===== config.mk =====
export PLATFORM = sky130hd
export DESIGN_NAME = murmur_hash_32
export DESIGN_NICKNAME = d
export VERILOG_FILES = /design/src/sv/mh32_pkg.sv /design/src/sv/mh32_mult.sv /design/src/sv/murmur_hash_32.sv
export SDC_FILE = /design/constraint.sdc
export NUM_CORES = 1
export LEC_CHECK = 0
export BUFFER_PORTS_ARGS = -buffer_cell sky130_fd_sc_hd__buf_2
export CAP_MARGIN = 0
export CORE_MARGIN = 4
export CORE_UTILIZATION = 57
export CTS_CLUSTER_DIAMETER = 200
export CTS_CLUSTER_SIZE = 16
export DETAILED_ROUTE_END_ITERATION = 10
export GPL_ROUTABILITY_DRIVEN = 0
export HOLD_SLACK_MARGIN = 0.05
export PLACE_DENSITY_LB_ADDON = 0.12
export SYNTH_ARGS = -nofsm -noshare
export SYNTH_HDL_FRONTEND = slang
export SYNTH_SLANG_ARGS = --single-unit

===== constraint.sdc =====
create_clock -name clk_i -period 8.5 [get_ports clk_i]
set_input_delay 1.7 -clock clk_i [delete_from_list [all_inputs] [get_ports clk_i]]
set_output_delay 1.7 -clock clk_i [all_outputs]
set_load 0.01 [all_outputs]

===== src/sv/mh32_pkg.sv =====
// Package for the streaming 32-bit MurmurHash2 block.
// Holds the mixing constants and the request type of the shared multiplier.
// No dependencies.
package mh32_pkg;

  localparam int unsigned HashW = 32;
  localparam int unsigned LenW  = 31;

  localparam logic [HashW-1:0] MixMul    = 32'h5bd1e995;
  localparam int unsigned      MixShift  = 24;
  localparam int unsigned      FinShiftA = 13;
  localparam int unsigned      FinShiftB = 15;
  localparam logic [LenW-1:0]  CountMax  = 31'h7fffffff;

  // One request to the shared multiplier: enable and operand.
  typedef struct packed {
    logic             en;
    logic [HashW-1:0] a;
  } mh32_op_t;

endpackage


===== src/sv/mh32_mult.sv =====
// Shared multiplier of the MurmurHash2 block: registered product of the
// operand and the mixing constant, modulo 2^32. Depends on mh32_pkg.
module mh32_mult (
  input  logic                           clk_i,
  input  mh32_pkg::mh32_op_t             op_i,
  output logic [mh32_pkg::HashW-1:0]     prod_o
);
  import mh32_pkg::*;

  logic [HashW-1:0] prod_q;

  // The product holds while no request is issued, so the sequencer may
  // read it in any later step.
  always_ff @(posedge clk_i) begin
    if (op_i.en) begin
      prod_q <= op_i.a * MixMul;
    end
  end

  assign prod_o = prod_q;

endmodule


===== src/sv/murmur_hash_32.sv =====
// Streaming 32-bit MurmurHash2, one byte per input transaction (mh32_pkg, mh32_mult).
// A byte that does not complete a word is absorbed in the idle state; a byte that
// completes a word runs K1, K2, H1 and HX (three products through the one multiplier).
// A last transaction then runs TAIL, TW when tail bytes are pending, F1 and F2; F2 waits
// while the output register stays stalled, and its exit loads the result. New bytes stall
// until idle. Reset (rst_ni low, async) clears all state but k, hash and error.
module murmur_hash_32 (
  input  logic                          clk_i,
  input  logic                          rst_ni,
  // configuration write channel (seed)
  input  logic                          cfg_valid_i,
  output logic                          cfg_ready_o,
  input  logic [mh32_pkg::HashW-1:0]    cfg_data_i,
  // input channel
  input  logic                          in_valid_i,
  output logic                          in_stall_o,
  input  logic [7:0]                    data_byte_i,
  input  logic [mh32_pkg::LenW-1:0]     message_length_i,
  input  logic                          first_i,
  input  logic                          last_i,
  input  logic                          has_data_i,
  // output channel
  output logic                          out_valid_o,
  input  logic                          out_stall_i,
  output logic [mh32_pkg::HashW-1:0]    hash_o,
  output logic                          length_error_o
);
  import mh32_pkg::*;

  // Sequencer states. Each multiplier step issues an operand in one state
  // and the product is read in the state that follows.
  typedef enum logic [8:0] {
    S_IDLE = 9'b000000001,  // accept a byte, update lane and count
    S_K1   = 9'b000000010,  // k * M
    S_K2   = 9'b000000100,  // (k ^ k >> 24) * M
    S_H1   = 9'b000001000,  // h * M, keep mixed k
    S_HX   = 9'b000010000,  // h = h * M ^ k
    S_TAIL = 9'b000100000,  // (h ^ tail bytes) * M when bytes are pending
    S_TW   = 9'b001000000,  // take the tail product
    S_F1   = 9'b010000000,  // (h ^ h >> 13) * M
    S_F2   = 9'b100000000   // final shift, load output register
  } state_e;

  state_e           state_q, state_d;
  logic [HashW-1:0] seed_q;
  logic [HashW-1:0] h_q, h_d;
  logic [23:0]      pw_q, pw_d;
  logic [1:0]       lane_q, lane_d;
  logic [LenW-1:0]  cnt_q, cnt_d;
  logic [LenW-1:0]  decl_q, decl_d;
  logic             last_q;
  logic [HashW-1:0] k_q, k_d;
  logic             out_valid_q;
  logic [HashW-1:0] hash_q;
  logic             err_q;

  logic             in_acc;
  logic             out_free;
  logic [HashW-1:0] prod;
  mh32_op_t         op;

  // Per-message values after the first flag has been applied.
  logic [HashW-1:0] h_b;
  logic [23:0]      pw_b;
  logic [1:0]       lane_b;
  logic [LenW-1:0]  cnt_b;
  logic [LenW-1:0]  decl_b;

  assign cfg_ready_o = 1'b1;
  assign in_stall_o  = (state_q != S_IDLE);
  assign in_acc      = in_valid_i && !in_stall_o;
  // The output register can take a new result when it is empty or its
  // current transaction completes in this cycle.
  assign out_free    = !out_valid_q || !out_stall_i;

  always_comb begin
    if (first_i) begin
      h_b    = seed_q ^ {1'b0, message_length_i};
      pw_b   = '0;
      lane_b = '0;
      cnt_b  = '0;
      decl_b = message_length_i;
    end else begin
      h_b    = h_q;
      pw_b   = pw_q;
      lane_b = lane_q;
      cnt_b  = cnt_q;
      decl_b = decl_q;
    end
  end

  // Absorb one byte. The fourth byte of a word goes to k for mixing and
  // the pending word is cleared.
  always_comb begin
    h_d    = h_b;
    pw_d   = pw_b;
    lane_d = lane_b;
    cnt_d  = cnt_b;
    decl_d = decl_b;
    k_d    = {data_byte_i, pw_b};
    if (has_data_i) begin
      if (cnt_b != CountMax) begin
        cnt_d = cnt_b + 1'b1;
      end
      case (lane_b)
        2'd0: begin
          pw_d[7:0] = data_byte_i;
          lane_d    = 2'd1;
        end
        2'd1: begin
          pw_d[15:8] = data_byte_i;
          lane_d     = 2'd2;
        end
        2'd2: begin
          pw_d[23:16] = data_byte_i;
          lane_d      = 2'd3;
        end
        default: begin
          pw_d   = '0;
          lane_d = 2'd0;
        end
      endcase
    end
  end

  // Operand selection for the shared multiplier.
  always_comb begin
    op.en = 1'b0;
    op.a  = h_q;
    case (state_q)
      S_K1: begin
        op.en = 1'b1;
        op.a  = k_q;
      end
      S_K2: begin
        op.en = 1'b1;
        op.a  = prod ^ (prod >> MixShift);
      end
      S_H1: begin
        op.en = 1'b1;
        op.a  = h_q;
      end
      S_TAIL: begin
        op.en = (lane_q != 2'd0);
        op.a  = h_q ^ {8'd0, pw_q};
      end
      S_F1: begin
        op.en = 1'b1;
        op.a  = h_q ^ (h_q >> FinShiftA);
      end
      default: begin
        op.en = 1'b0;
        op.a  = h_q;
      end
    endcase
  end

  always_comb begin
    state_d = state_q;
    case (state_q)
      S_IDLE: begin
        if (in_acc) begin
          if (has_data_i && (lane_b == 2'd3)) begin
            state_d = S_K1;
          end else if (last_i) begin
            state_d = S_TAIL;
          end
        end
      end
      S_K1:   state_d = S_K2;
      S_K2:   state_d = S_H1;
      S_H1:   state_d = S_HX;
      S_HX:   state_d = last_q ? S_TAIL : S_IDLE;
      S_TAIL: state_d = (lane_q != 2'd0) ? S_TW : S_F1;
      S_TW:   state_d = S_F1;
      S_F1:   state_d = S_F2;
      S_F2: begin
        if (out_free) begin
          state_d = S_IDLE;
        end
      end
      default: state_d = S_IDLE;
    endcase
  end

  mh32_mult u_mult (
    .clk_i  (clk_i),
    .op_i   (op),
    .prod_o (prod)
  );

  always_ff @(posedge clk_i or negedge rst_ni) begin
    if (!rst_ni) begin
      state_q     <= S_IDLE;
      seed_q      <= '0;
      h_q         <= '0;
      pw_q        <= '0;
      lane_q      <= '0;
      cnt_q       <= '0;
      decl_q      <= '0;
      last_q      <= 1'b0;
      out_valid_q <= 1'b0;
    end else begin
      state_q <= state_d;
      if (cfg_valid_i && cfg_ready_o) begin
        seed_q <= cfg_data_i;
      end
      if ((state_q == S_F2) && out_free) begin
        out_valid_q <= 1'b1;
      end else if (out_valid_q && !out_stall_i) begin
        out_valid_q <= 1'b0;
      end
      case (state_q)
        S_IDLE: begin
          if (in_acc) begin
            h_q    <= h_d;
            pw_q   <= pw_d;
            lane_q <= lane_d;
            cnt_q  <= cnt_d;
            decl_q <= decl_d;
            last_q <= last_i;
          end
        end
        S_HX: h_q <= prod ^ k_q;
        S_TW: h_q <= prod;
        S_F2: begin
          if (out_free) begin
            h_q         <= '0;
            pw_q        <= '0;
            lane_q      <= '0;
            cnt_q       <= '0;
            decl_q      <= '0;
            last_q      <= 1'b0;
          end
        end
        default: begin
        end
      endcase
    end
  end

  // Payload registers: mixed word and the result.
  always_ff @(posedge clk_i) begin
    if (in_acc) begin
      k_q <= k_d;
    end else if (state_q == S_H1) begin
      k_q <= prod;
    end
    if ((state_q == S_F2) && out_free) begin
      hash_q <= prod ^ (prod >> FinShiftB);
      err_q  <= (cnt_q != decl_q);
    end
  end

  assign out_valid_o    = out_valid_q;
  assign hash_o         = hash_q;
  assign length_error_o = err_q;

  // A byte that completes a word always starts the word mix.
  a_word_mix: assert property (@(posedge clk_i) disable iff (!rst_ni)
    (in_acc && has_data_i && !first_i && (lane_q == 2'd3)) |=> (state_q == S_K1))
    else $error("completed word did not start the mix sequence");

  // Finishing a message shows a result and leaves a clean message state.
  a_finish: assert property (@(posedge clk_i) disable iff (!rst_ni)
    ((state_q == S_F2) && out_free) |=>
      (out_valid_o && (lane_q == 2'd0) && (cnt_q == '0) && (h_q == '0)))
    else $error("message end did not produce a result or clear state");

  // Lane and count only move on an accepted byte or at message end.
  a_lane_hold: assert property (@(posedge clk_i) disable iff (!rst_ni)
    ((state_q != S_IDLE) && (state_q != S_F2)) |=> ($stable(lane_q) && $stable(cnt_q)))
    else $error("byte lane or count changed while busy");

  // The sequencer is always in exactly one state.
  a_onehot: assert property (@(posedge clk_i) disable iff (!rst_ni)
    $onehot(state_q))
    else $error("sequencer state is not one-hot");

endmodule


; Word level (Yosys, flattened, before mapping)
; Index checks and enable logic that the tools add are counted.
[word_totals]
register_bits = 260
inputBits = 79
output_inout_bits = 36
word_cells = 103
[op_classes]
addsub = 1
mul = 1
eq_ne = 19
mux = 42
n_bitwise = 6
reduce_logical = 21
[op_table]
columns = operator, count
row1 = 31-bit 2-to-1 mux, 7
row2 = 33-bit case mux with 5 select lines, 1
row3 = 32-bit 2-to-1 mux, 5
row4 = 32-bit case mux with 4 select lines, 1
row5 = 31-bit case mux with 2 select lines, 2
row6 = 24-bit 2-to-1 mux, 4
row7 = 9-bit case mux with 9 select lines, 1
row8 = 24-bit case mux with 2 select lines, 1
row9 = 8-bit case mux with 2 select lines, 3
row10 = 9-bit 2-to-1 mux, 4
row11 = "32-bit by 31-bit multiplier with 32-bit output, second input constant", 1
row12 = 32-bit by 17-bit XOR with 32-bit output, 1
row13 = 32-bit by 19-bit XOR with 32-bit output, 1
row14 = 32-bit by 24-bit XOR with 32-bit output, 1
row15 = 32-bit by 31-bit XOR with 32-bit output, 1
row16 = 32-bit XOR, 1
row17 = 32-bit by 8-bit XOR with 32-bit output, 1
row18 = "31-bit by 1-bit adder with 31-bit output, second input constant", 1
row19 = 31-bit != test, 1
row20 = "31-bit != test, second input constant", 1
row21 = "9-bit by 1-bit equality test with 1-bit output, second input constant", 1
row22 = "9-bit by 2-bit equality test with 1-bit output, second input constant", 1
row23 = "9-bit by 3-bit equality test with 1-bit output, second input constant", 1
row24 = "9-bit by 4-bit equality test with 1-bit output, second input constant", 1
row25 = other kinds (26), 47

; Longest topological paths before layout
[depth]
depth_word = 7
ltp_mapped = 34
depth_no_buf = 31

; Modules after synthesis
; From an unflattened synthesis, not the netlist that was laid out.
[hier_totals]
hier_cells = 2239
hier_area_um2 = 22208.8
[by_module_without_submodules]
columns = mod, n_inst, cells_each, area_per_inst_um2, seq_area_each_um2
row1 = murmur_hash_32, 1, 1262, 12328.1, 6032.0
row2 = mh32_mult, 1, 977, 9880.7, 960.9

; Worst setup path before layout
; Ideal clock, no wire load.
[synth_timing]
path_type = flip-flop to flip-flop
start = register state_q[8]
end = register u_mult.prod_q[31] (netlist: u_mult.prod_o[31]), data pin
setup_time_ns = 0.268
arrival_ns = 8.046
slack_ns = 0.186
stages_incl_launch_ff = 31
n_path_buf = 2
synth_period_minus_slack_ns = 8.314
path_cell_list = dfrtp_1 > nor4_4 > and2_0 > buf_4 > nand2_1 > nand3_1 > buf_1 > a31oi_1 > a221oi_1 > inv_1 > ha_1 > inv_1 > fa_1 > fa_1 > inv_1 > fa_1 > inv_1 > fa_1 > fa_1 > fa_1 > inv_1 > fa_1 > xor2_1 > xnor2_1 > xnor2_1 > xnor2_1 > xnor2_1 > xnor2_1 > xnor3_1 > xnor2_1 > xnor3_1
[synth_lines]
columns = element, line_no
row1 = "start, declared", murmur_hash_32.sv:44  ; state_e state_q, state_d;
row2 = "start signal, assigned", murmur_hash_32.sv:204  ; state_q <= state_d;
row3 = "end signal, assigned", mh32_mult.sv:16  ; prod_q <= op_i.a * MixMul;
row4 = "end, declared", mh32_mult.sv:10  ; logic [HashW-1:0] prod_q;

; Worst setup path after layout
[layout_timing]
start = register state_q[0]
end = register u_mult.prod_q[24] (netlist: u_mult.prod_o[24]), data pin
[layout_between]
elab_chain_cells = 3
[layout_rtl]
columns = element, line_no
row1 = 9-bit by 8-bit equality test with 1-bit output (tied with other cells), murmur_hash_32.sv:130  ; case (state_q)
row2 = 33-bit case mux with 5 select lines (*), murmur_hash_32.sv:130
row3 = 32-bit by 31-bit multiplier with 32-bit output (*), mh32_mult.sv:16
; Every way passes the cells marked *; elsewhere a longest branch is shown, timed or not.
; A chain may end at the register's enable or synchronous reset.

==> run summary <==
Routed Antenna Nets = 0
# IOs = 115
Die Height = 204 um
CP startpoint kind = flip-flop
CP peak stage delay = 590 ps
Relative slew slack = 24.1%
DIE AREA = 41600 sq um
Crit-path max FO = 16
EDFF count, synth = 97
Vias after detailed routing = 16800
Port Buf Inserts = 113
Post-Syn Area = 21900 sq um
Worst-margin pin slew = 1130 ps
N_diodes = 0
Final cycle utilization of the critical path = 97.3%
Core area = 37800 sq um
Post-route setup TNS = 0 ps
Clk sink count = 260
Post-Syn Instances = 2182
Critical path class = flip-flop to flip-flop
Final hold violations = 0
Clock transition at the registers of the reported paths = 80 ps
Worst Path Required = 8740 ps
Worst Path Arrival = 8510 ps
Drt via density = 5.95
Num CTS Buffers = 20
CTS H-tree lvls = 1
Routed len/inst = 23.2 um
Fin crit period = 8270 ps
Status = finished, final reports clean
DR pass1 iterations = 6
Clock skew = 22.8 ps
DR iter-0 viols = 1653
Post-synthesis sequential area ratio = 31.9%
Max Fclk = 121 MHz
Hold Crit Class = flip-flop to flip-flop
Residual DRC = 0
Die W = 204 um
#FFs+latches synth = 260
Number of warnings issued by yosys = 0
Max-cap viol count = 0
Endpoint class of the critical path = flip-flop
Latest clock arrival within the worst-skew pair = 530 ps
Aggregate routed wire length = 65.6 mm
Most frequent CP cell = inv_1
Root Driver = clkbuf_16
# rows = 71
Clock buffer depth = 3
First-pass GRT wire length = 101 mm
Slew Limit Fails = 0
Unique masters post-synth = 78
Final Setup Violations = 0
CP max-delay cell = dfstp_2
DP Wirelength = 50.9 mm
Total grt overflow = 0
Ys flop type = dfrtp_1
Total Routing Usage GR = 31.6%
Asr flop ratio synth = 62.7%
Vias in the first global route = 17300
Antenna violations before repair = 0
Nets = 2780
Share of layout cells above drive strength 1 = 12.4%
Avg Cell Area, Syn = 10.0 sq um
CTS tree = built
Synth Net Count = 2660
Largest net degree at the start of global routing = 93
Area Growth Syn to Fin = 9.89%
Initial Utilization = 58.0%
==> flip-flops by register name, indices dropped and copies added, names as in the netlist <==
| name | count |
|---|---|
| decl_q | 31 |
| cnt_q | 31 |
| u_mult.prod_o | 32 |
| seed_q | 32 |
| h_q | 32 |
| pw_q | 24 |
| k_q | 32 |
| last_q | 1 |
| out_valid_o | 1 |
| state_q | 9 |
| length_error_o | 1 |
| lane_q | 2 |
| hash_o | 32 |
==> critical path: cells and delay by family (launching register included) <==
kind / cells / cell delay, ps
and+or+nand+nor: 3 / 350
AOI/OAI and AO/OA: 9 / 2200
buffers and inverters: 11 / 1200
DFF: 1 / 590
adders and majority gates: 9 / 3620
==> stage by stage <==
step / util (%) / hold WS (ps) / cell area, sq um / setup WS (ps) / instances
2_1_floorplan: - / 424 / 21900 / 186 / 2182
3_3_place_gp: 61.8 / 487 / 23300 / -70.6 / 2788
3_5_place_dp: 61.8 / 497 / 23300 / -356 / 2788
4_1_cts: 63.3 / 524 / 23900 / 27.9 / 2823
5_1_grt: 63.7 / 544 / 24100 / -26.1 / 2826
6_report: 63.7 / 521 / 24100 / 233 / 2826
==> final cells by class <==
cell class                 count  area [sq um]
tap                          511           639
clock inverter                 2          32.5
timing repair buffer         185          1140
sequential                   260          6990
multi-input combinational   1460         13300
inverter                     375          1410
fill                        3142         13700
clock buffer                  33           549
==> final timing paths <==
kind | slack, ps | to | start | depth (start not counted)
setup / recovery | 230 | u_mult.prod_o[24]$_DFFE_PP_ | state_q[0]$_DFFE_PN1P_ | 32
setup reg to reg | 230 | u_mult.prod_o[24]$_DFFE_PP_ | state_q[0]$_DFFE_PN1P_ | 32
hold reg to reg | 520 | decl_q[25]$_DFFE_PN0P_ | decl_q[25]$_DFFE_PN0P_ | 2
hold / removal | 520 | decl_q[25]$_DFFE_PN0P_ | decl_q[25]$_DFFE_PN0P_ | 2
max in group asynchronous | 5740 | state_q[8]$_DFFE_PN0P_ | rst_ni | 2
min in group asynchronous | 1240 | cnt_q[19]$_DFFE_PN0P_ | rst_ni | 1
==> metal layers <==
metal	routed length (um)	track usage [%]	part of all wire, %
met1	25700	41.2	39
met3	4360	3.62	6.6
met5	0	0	0
met2	31900	53.3	49
met4	3720	14.5	5.7
==> placed cells by master (no fill, tap or decap), types with 20 or more instances in the layout <==
cell type | netlist | routed
inv_1 | 373 | 370
ha_1 | 219 | 219
nand2_1 | 186 | 184
fa_1 | 180 | 177
dfrtp_1 | 162 | 161
o21ai_0 | 128 | 126
buf_2 | 10 | 112
nor2_1 | 107 | 106
xnor2_1 | 98 | 98
edfxtp_1 | 97 | 97
a21oi_1 | 76 | 75
buf_4 | 2 | 68
xor2_1 | 57 | 56
a22o_1 | 49 | 49
a211oi_1 | 31 | 31
mux2_2 | 31 | 31
nor3b_1 | 28 | 28
nand3_1 | 22 | 21
clkbuf_16 | 0 | 20
==> cells by family after synthesis <==
kind of cell | share of synthesized area [%]
xor+xnor | 6.48
simple gates | 9.58
other cells | 0.0171
flops | 31.9
buf+inv | 8.05
compound gates | 13.4
mux | 1.59
fa+ha+maj | 29.0
==> Yosys cell counts, types with 57 or more instances <==
master	number	share of area, %
inv_1	373	6.4
dfrtp_1	162	19
nand2_1	186	3.2
fa_1	180	16
edfxtp_1	97	13
o21ai_0	128	2.9
xnor2_1	98	3.9
clkbuf_1	67	1.1
a21oi_1	76	1.7
nor2_1	107	1.8
xor2_1	57	2.3
ha_1	219	13
==> repair_timing <==
item / in CTS / in global routing
gates cloned: 0 / 0
setup buffers: 0 / 3
gates resized for setup: 2 / 34
endpoints found under the hold margin: 0 / 0
pin swaps: 0 / 11
hold buffers: 0 / 0
setup endpoints to repair: 7 / 7
Power is left out: the tool's default activity adds up to more than one toggle a clock period on the data nets, which glitch-free logic cannot reach.
